==> src/scicd_pkg.sv <==
// Package: beat types, command codes and the chain remap table for the input scan block.
`default_nettype none
package scicd_pkg;

  localparam int unsigned CHAIN_BITS  = 24;
  localparam int unsigned WORD_BITS   = 28;
  localparam int unsigned LED_BITS    = 9;
  localparam int unsigned LED_CHAIN   = 8;
  localparam int unsigned PIN_BITS    = 5;
  localparam int unsigned DIRECT_BITS = 3;
  localparam int unsigned Q_DEPTH     = 2;

  // Command codes on the input channel
  localparam logic [1:0] CMD_SCAN   = 2'd0;
  localparam logic [1:0] CMD_REPORT = 2'd1;
  localparam logic [1:0] CMD_SET    = 2'd2;
  localparam logic [1:0] CMD_READ   = 2'd3;

  // Result kinds on the output channel
  localparam logic [1:0] KIND_SCAN  = 2'd0;
  localparam logic [1:0] KIND_EVENT = 2'd1;
  localparam logic [1:0] KIND_LEDS  = 2'd2;

  // Target input-word bit of each chain bit
  localparam logic [PIN_BITS-1:0] REMAP_POS [CHAIN_BITS] = '{
    5'd1,  5'd9,  5'd16, 5'd17,
    5'd2,  5'd10, 5'd18, 5'd19,
    5'd4,  5'd11, 5'd20, 5'd21,
    5'd5,  5'd12, 5'd22, 5'd23,
    5'd7,  5'd13, 5'd24, 5'd25,
    5'd8,  5'd14, 5'd26, 5'd27
  };

  // Target input-word bit of each direct button
  localparam logic [PIN_BITS-1:0] DIRECT_POS [DIRECT_BITS] = '{5'd0, 5'd3, 5'd6};

  typedef enum logic [1:0] {
    OP_SCAN   = 2'd0,
    OP_REPORT = 2'd1,
    OP_SET    = 2'd2,
    OP_READ   = 2'd3
  } op_t;

  typedef struct packed {
    logic [1:0]             command;
    logic [CHAIN_BITS-1:0]  chain_bits;
    logic [DIRECT_BITS-1:0] direct_bits;
    logic [LED_BITS-1:0]    led_mask;
    logic [LED_BITS-1:0]    led_value;
  } item_t;

  typedef struct packed {
    logic [1:0]           result_kind;
    logic [WORD_BITS-1:0] input_word;
    logic [LED_CHAIN-1:0] led_shift_word;
    logic [PIN_BITS-1:0]  changed_pin;
    logic                 pin_level;
    logic [LED_BITS-1:0]  led_readback;
    logic                 last;
  } result_t;

  // Decoded operation held in the queue between front and back
  typedef struct packed {
    op_t                  op;
    logic [WORD_BITS-1:0] word;
    logic [LED_BITS-1:0]  led_mask;
    logic [LED_BITS-1:0]  led_value;
  } op_entry_t;

endpackage
`default_nettype wire

==> src/scan_chain_input_change_detector_top.sv <==
// Top level: input scan chain change detector with LED control.
//
// Input channel (item_valid / item_stall / item) carries commands: scan,
// report changes, set LEDs under a mask, read LEDs. Output channel
// (result_valid / result_stall / result) returns scan results, change
// events and LED readbacks, each with a last flag for its command.
// A front end remaps scan bits and decodes the command into a two-entry
// queue; a back end executes one queued command at a time.
// A command beat is written into the queue; the back end then takes it from
// the queue head and loads its result beat into the output register.
// Scan, set and read are each executed at the queue head; a report walks one
// input bit per cycle up to the highest pending bit (at most 28), pausing
// while an event beat waits for the output register; a set, or a report with
// nothing pending, produces no beat. The report walk in the back end sets the rate.
// Reset clears the input word, the change mask, the LED bits, the queue and
// the output valid flag. When the receiver stalls, the held result stays put,
// scans, reads and report events wait, and once the queue fills item_stall rises.
`default_nettype none
module scan_chain_input_change_detector_top
  import scicd_pkg::*;
(
  input  wire logic  clk,
  input  wire logic  rst,
  input  wire logic  item_valid,
  output logic       item_stall,
  input  wire item_t item,
  output logic       result_valid,
  input  wire logic  result_stall,
  output result_t    result
);

  logic      q_full;
  logic      q_push;
  op_entry_t q_entry;
  logic      q_pop;
  logic      q_head_valid;
  op_entry_t q_head;

  scicd_front u_front (
    .item_valid (item_valid),
    .item_stall (item_stall),
    .item       (item),
    .q_full     (q_full),
    .q_push     (q_push),
    .q_entry    (q_entry)
  );

  scicd_queue u_queue (
    .clk        (clk),
    .rst        (rst),
    .push       (q_push),
    .push_entry (q_entry),
    .full       (q_full),
    .pop        (q_pop),
    .head_valid (q_head_valid),
    .head       (q_head)
  );

  scicd_back u_back (
    .clk          (clk),
    .rst          (rst),
    .head_valid   (q_head_valid),
    .head         (q_head),
    .pop          (q_pop),
    .result_valid (result_valid),
    .result_stall (result_stall),
    .result       (result)
  );

endmodule
`default_nettype wire

==> src/scicd_front.sv <==
// Front end: accepts input beats, decodes the command and remaps scan bits.
`default_nettype none
module scicd_front
  import scicd_pkg::*;
(
  input  wire logic      item_valid,
  output logic           item_stall,
  input  wire item_t     item,
  input  wire logic      q_full,
  output logic           q_push,
  output op_entry_t      q_entry
);

  logic [WORD_BITS-1:0] word;

  // Handshake: take a beat whenever the queue has room
  assign item_stall = q_full;
  assign q_push     = item_valid && !q_full;

  // Place chain and direct bits into the input word
  always_comb begin
    word = '0;
    for (int k = 0; k < CHAIN_BITS; k++) begin
      if (item.chain_bits[k]) begin
        word[REMAP_POS[k]] = 1'b1;
      end
    end
    for (int k = 0; k < DIRECT_BITS; k++) begin
      if (item.direct_bits[k]) begin
        word[DIRECT_POS[k]] = 1'b1;
      end
    end
  end

  // Classify the command
  always_comb begin
    q_entry           = '0;
    q_entry.led_mask  = item.led_mask;
    q_entry.led_value = item.led_value;
    unique case (item.command)
      CMD_SCAN: begin
        q_entry.op   = OP_SCAN;
        q_entry.word = word;
      end
      CMD_REPORT: q_entry.op = OP_REPORT;
      CMD_SET:    q_entry.op = OP_SET;
      CMD_READ:   q_entry.op = OP_READ;
      default:    q_entry.op = OP_READ;
    endcase
  end

endmodule
`default_nettype wire

==> src/scicd_queue.sv <==
// Short queue of decoded operations between front and back ends.
`default_nettype none
module scicd_queue
  import scicd_pkg::*;
(
  input  wire logic      clk,
  input  wire logic      rst,
  input  wire logic      push,
  input  wire op_entry_t push_entry,
  output logic           full,
  input  wire logic      pop,
  output logic           head_valid,
  output op_entry_t      head
);

  localparam int unsigned PTR_W = (Q_DEPTH > 1) ? $clog2(Q_DEPTH) : 1;
  localparam int unsigned CNT_W = $clog2(Q_DEPTH + 1);

  op_entry_t          mem [Q_DEPTH];
  logic [PTR_W-1:0]   wr_ptr;
  logic [PTR_W-1:0]   rd_ptr;
  logic [CNT_W-1:0]   count;

  assign full       = (count == CNT_W'(Q_DEPTH));
  assign head_valid = (count != '0);
  assign head       = mem[rd_ptr];

  // Entry storage
  always_ff @(posedge clk) begin
    if (push) begin
      mem[wr_ptr] <= push_entry;
    end
  end

  // Pointers and fill count
  always_ff @(posedge clk) begin
    if (rst) begin
      wr_ptr <= '0;
      rd_ptr <= '0;
      count  <= '0;
    end else begin
      if (push) begin
        wr_ptr <= (wr_ptr == PTR_W'(Q_DEPTH - 1)) ? '0 : wr_ptr + 1'b1;
      end
      if (pop) begin
        rd_ptr <= (rd_ptr == PTR_W'(Q_DEPTH - 1)) ? '0 : rd_ptr + 1'b1;
      end
      if (push && !pop) begin
        count <= count + 1'b1;
      end else if (pop && !push) begin
        count <= count - 1'b1;
      end
    end
  end

endmodule
`default_nettype wire

==> src/scicd_back.sv <==
// Back end: holds input, change and LED state, walks reports, drives result beats.
`default_nettype none
module scicd_back
  import scicd_pkg::*;
(
  input  wire logic      clk,
  input  wire logic      rst,
  input  wire logic      head_valid,
  input  wire op_entry_t head,
  output logic           pop,
  output logic           result_valid,
  input  wire logic      result_stall,
  output result_t        result
);

  typedef enum logic [1:0] {
    ST_IDLE = 2'b01,
    ST_WALK = 2'b10
  } state_t;

  state_t               state, state_next;
  logic [WORD_BITS-1:0] current_inputs, current_inputs_next;
  logic [WORD_BITS-1:0] pending, pending_next;
  logic [LED_BITS-1:0]  led_bits, led_bits_next;
  logic [WORD_BITS-1:0] snap, snap_next;
  logic [PIN_BITS-1:0]  walk_idx, walk_idx_next;
  logic [WORD_BITS-1:0] snap_clr;
  logic                 out_free;
  logic                 out_load;
  result_t              out_beat;

  assign out_free = !result_valid || !result_stall;
  assign snap_clr = snap & ~(WORD_BITS'(1) << walk_idx);

  // Execute the head operation or one step of a report walk
  always_comb begin
    state_next          = state;
    current_inputs_next = current_inputs;
    pending_next        = pending;
    led_bits_next       = led_bits;
    snap_next           = snap;
    walk_idx_next       = walk_idx;
    pop                 = 1'b0;
    out_load            = 1'b0;
    out_beat            = '0;
    unique case (state)
      ST_IDLE: begin
        if (head_valid) begin
          unique case (head.op)
            OP_SCAN: begin
              if (out_free) begin
                pop                     = 1'b1;
                out_load                = 1'b1;
                current_inputs_next     = head.word;
                pending_next            = pending | (current_inputs ^ head.word);
                out_beat.result_kind    = KIND_SCAN;
                out_beat.input_word     = head.word;
                out_beat.led_shift_word = led_bits[LED_CHAIN:1];
                out_beat.last           = 1'b1;
              end
            end
            OP_REPORT: begin
              pop           = 1'b1;
              snap_next     = pending;
              pending_next  = '0;
              walk_idx_next = '0;
              if (pending != '0) begin
                state_next = ST_WALK;
              end
            end
            OP_SET: begin
              pop           = 1'b1;
              led_bits_next = (led_bits & ~head.led_mask) | (head.led_value & head.led_mask);
            end
            OP_READ: begin
              if (out_free) begin
                pop                   = 1'b1;
                out_load              = 1'b1;
                out_beat.result_kind  = KIND_LEDS;
                out_beat.led_readback = led_bits;
                out_beat.last         = 1'b1;
              end
            end
            default: ;
          endcase
        end
      end
      ST_WALK: begin
        // one input bit per cycle, lowest first, holding while an event waits for the output
        if (snap[walk_idx]) begin
          if (out_free) begin
            out_load             = 1'b1;
            out_beat.result_kind = KIND_EVENT;
            out_beat.changed_pin = walk_idx;
            out_beat.pin_level   = current_inputs[walk_idx];
            out_beat.last        = (snap_clr == '0);
            snap_next            = snap_clr;
            walk_idx_next        = walk_idx + 1'b1;
            if (snap_clr == '0) begin
              state_next = ST_IDLE;
            end
          end
        end else begin
          walk_idx_next = walk_idx + 1'b1;
        end
      end
      default: state_next = ST_IDLE;
    endcase
  end

  // Control and architectural state
  always_ff @(posedge clk) begin
    if (rst) begin
      state          <= ST_IDLE;
      current_inputs <= '0;
      pending        <= '0;
      led_bits       <= '0;
      result_valid   <= 1'b0;
    end else begin
      state          <= state_next;
      current_inputs <= current_inputs_next;
      pending        <= pending_next;
      led_bits       <= led_bits_next;
      if (out_load) begin
        result_valid <= 1'b1;
      end else if (!result_stall) begin
        result_valid <= 1'b0;
      end
    end
  end

  // Walk registers and output payload
  always_ff @(posedge clk) begin
    snap     <= snap_next;
    walk_idx <= walk_idx_next;
    if (out_load) begin
      result <= out_beat;
    end
  end

endmodule
`default_nettype wire
==> config.mk <==
export PLATFORM = sky130hd
export DESIGN_NAME = scan_chain_input_change_detector_top
export DESIGN_NICKNAME = d
export VERILOG_FILES = /design/src/scicd_pkg.sv /design/src/scan_chain_input_change_detector_top.sv /design/src/scicd_front.sv /design/src/scicd_queue.sv /design/src/scicd_back.sv
export SDC_FILE = /design/constraint.sdc
export NUM_CORES = 1
export LEC_CHECK = 0
export BUFFER_PORTS_ARGS = -buffer_cell sky130_fd_sc_hd__clkbuf_2
export CORE_ASPECT_RATIO = 2
export CORE_MARGIN = 3
export CORE_UTILIZATION = 35
export DETAILED_ROUTE_END_ITERATION = 7
export SYNTH_ARGS = -nofsm -noshare
export SYNTH_HDL_FRONTEND = slang
export SYNTH_HIERARCHICAL = 1
export SYNTH_SLANG_ARGS = --single-unit
==> constraint.sdc <==
create_clock -name clk -period 6.5 [get_ports clk]
set_clock_uncertainty 0.1 [all_clocks]
set_input_delay 0.65 -clock clk [delete_from_list [all_inputs] [get_ports clk]]
set_output_delay 0.65 -clock clk [all_outputs]
set_load 0.01 [all_outputs]
==> results.sh <==
export IMPL_status="completed"
export IMPL_slew_headroom=0.285
export IMPL_fp_dieW_um=134
export IMPL_yosys_area_top_type="edfxtp_1"
export IMPL_cts_buffers_inserted=23
export IMPL_crit_end="u_back/result[34]"
export IMPL_hold_buffers=0
export IMPL_final_setup_tns_ns=0
export IMPL_drt_wl_total_um=27700
export IMPL_r2r_slack_ns=2.62
export IMPL_clock_sinks=256
export IMPL_avgRoutedWirePerCell_um=18.9
export IMPL_grt_pass1_vias=7581
export IMPL_gr_total_overflow=0
export IMPL_drtIter0Drc=483
export IMPL_drc=0
export IMPL_port_buffers=106
export IMPL_reg2reg_depth=6
export IMPL_yosysSeqAreaShare=0.608
export IMPL_yosys_warnings=6
export IMPL_num_rows=93
export IMPL_crit_chain="inv_1 > nor2_1 > o311ai_1 > nand4_1 > a21oi_4 > buf_4"
export IMPL_cp_end_kind="flop"
export IMPL_syn_to_final_growth_pct=13.3
export IMPL_post_route_period_util=0.597
export IMPL_reg2reg_to="u_back/result[34]"
export IMPL_synth_area_top_cells="edfxtp_1 (48%), dfxtp_1 (13%), mux2_2 (5.1%), a21oi_1 (3.4%), nand2_1 (3.1%)"
export IMPL_grt_max_degree=59
export IMPL_clock_fmax_mhz=258
export IMPL_clk_latency_ns=0.53
export IMPL_worstMarginPinSlew_ns=1.07
export IMPL_core_area_sq_um=32200
export IMPL_grt_use_total=0.156
export IMPL_cap_viol_max_count=0
export IMPL_p_per_area_nw_per_um2=413
export IMPL_crit_type="reg2reg"
export IMPL_grt_pass1_wl_um=42100
export IMPL_irDropWorstVdd_mv=0.184
export IMPL_syn_area_sq_um=11400
export IMPL_vias_per_cell=4.95
export IMPL_io_pins=107
export IMPL_hold_violations=0
export IMPL_dieArea_sq_um=35000
export IMPL_postSynthAreaPerCell_sq_um=12.1
export IMPL_gp_congestion=0.940
export IMPL_synth_top_area_frac=0.480
export IMPL_antenna_found_initial=0
export IMPL_path_clk_slew_ns=0.07
export IMPL_ant_nets=0
export IMPL_initial_core_util=0.355
export IMPL_yosysUniqueCellTypes=64
export IMPL_fp_dieH_um=262
export IMPL_finalMaxSlewViolations=0
export IMPL_ys_async_sr_fraction=0
export IMPL_slowest_stage="a21oi_4"
export IMPL_place_detailed_hpwl_um=19700
export IMPL_cp_required_ns=6.57
export IMPL_ys_flop_type="edfxtp_1"
export IMPL_synth_edf_count=183
export IMPL_ctsResizeCount=0
export IMPL_clockRootBuffer="clkbuf_16"
export IMPL_totalPowerFinal_mw=5.35
export IMPL_holdPathStages=1
export IMPL_min_period_ns=3.88
export IMPL_drive_gt1_frac=0.239
export IMPL_diodes=0
export IMPL_p_leak_nw=4.91
export IMPL_finalSetupViolCount=0
export IMPL_cts_tree="built"
export IMPL_cp_start_kind="flop"
export IMPL_htreeDepth=1
export IMPL_r2r_start="u_back/walk_idx[1]"
export IMPL_clock_path_buffers=3
export IMPL_syn_nets=1012
export IMPL_synth_seq_cells=256
export IMPL_cp_max_fo=30
export IMPL_worstPathArrival_ns=3.95
export IMPL_syn_inst=948
export IMPL_drtPass1Iterations=5
export IMPL_num_vias=7241
export IMPL_rsz0062_at_grt="no"
export IMPL_crit_start="u_back/walk_idx[1]"
export IMPL_hold_class="in2reg"
export IMPL_fin_nets=1082
export IMPL_cp_slowest_stage_delay_ns=0.86
export IMPL_post_cts_setup_buffers=0
==> report_power, final <==
| group | internal [mW] | total, mW | switching (mW) |
|---|---|---|---|
| logic | 0.566 | 1.50 | 0.937 |
| clock network | 0.762 | 1.35 | 0.585 |
| registers | 2.22 | 2.50 | 0.280 |
| total | 3.55 | 5.35 | 1.80 |
==> per-layer routing <==
metal	wire length [um]	GRT usage	share of wire	up-vias
met1	9840	0.163	0.36	3477
li1	-	-	-	3504
met5	0	0	0	-
met2	15300	0.298	0.55	176
met3	808	0.0130	0.029	84
met4	1720	0.0958	0.062	0
==> cells in the final DEF (no fill, tap or decap), types with 4 or more instances in the layout <==
cell	n
mux4_2	12
a21oi_1	77
nand4_1	4
nor3_1	7
nand3_1	23
nand2_1	95
edfxtp_1	183
and3_1	20
dfxtp_1	72
nand2b_1	10
ha_1	13
nor4_1	5
clkbuf_8	5
inv_1	64
o211ai_1	17
mux2i_1	5
nor3b_1	9
nor2_1	61
buf_4	11
nor3b_2	20
o22ai_1	4
clkbuf_2	106
nand3b_1	4
clkbuf_16	25
xor2_1	32
mux2_2	52
a31oi_1	4
clkbuf_1	7
o21ai_0	30
==> critical path: cells and delay by family, from the launching register on <==
kind            cells  cell delay, ns
buf+inv             2            0.79
compound gates      2            1.36
flops               1            0.75
simple gates        2            0.50
==> per-stage QoR <==
| step | instance area (sq um) | hold slack, ns | std cells | setup slack [ns] | utilization |
|---|---|---|---|---|---|
| 6_report | 13000 | 0.210 | 1462 | 2.62 | 0.402 |
| 5_1_grt | 13000 | 0.196 | 1462 | 2.37 | 0.402 |
| 4_1_cts | 13000 | 0.184 | 1461 | 2.60 | 0.402 |
| 3_5_place_dp | 12200 | 0.370 | 1419 | 2.62 | 0.379 |
| 3_3_place_gp | 12200 | 0.360 | 1419 | 2.70 | 0.379 |
| 2_1_floorplan | 11400 | 0.332 | 948 | 1.71 | - |
==> Yosys cell counts, types with 17 or more instances <==
cell      instances
edfxtp_1        183
nand2_1          95
a21oi_1          78
dfxtp_1          73
inv_1            64
nor2_1           62
mux2_2           52
xor2_1           32
o21ai_0          30
clkbuf_1         28
nand3_1          23
buf_4            22
and3_1           20
nor3b_2          20
o211ai_1         17
==> cells by family after synthesis <==
family / Yosys count / synth area share
buf+inv: 138 / 0.0599
xor+xnor: 34 / 0.0260
other cells: 1 / 0.000328
compound gates: 151 / 0.0758
simple gates: 285 / 0.136
flops: 256 / 0.608
fa+ha+maj: 13 / 0.0142
mux: 70 / 0.0801
==> flip-flops by register name (all words and copies together), names as in the netlist, named ones only <==
name / cells
u_queue/mem: 96
u_queue/wr_ptr: 1
u_queue/rd_ptr: 1
u_back/state: 2
u_back/result_valid: 1
u_back/result: 54
u_back/walk_idx: 5
u_back/snap: 28
u_queue/count: 2
u_back/pending: 28
u_back/current_inputs: 28
==> worst min-delay path by stage <==
stage               startpoint           endpoint
floorplan                 flop               flop
global placement          flop               flop
detailed placement        flop               flop
CTS                    item[7]  u_queue/mem[0][7]
global route           item[7]  u_queue/mem[0][7]
finish                 item[7]  u_queue/mem[0][7]
==> cell type report <==
type	count	area (sq um)
Clock buffer	37	721
Sequential cell	256	6960
Timing Repair Buffer	118	628
Multi-Input combinational cell	554	3850
Inverter	65	244
Clock inverter	5	30.0
Tap cell	427	534
Fill cell	3094	19300
No activity file was read; power rests on OpenSTA's default activity.
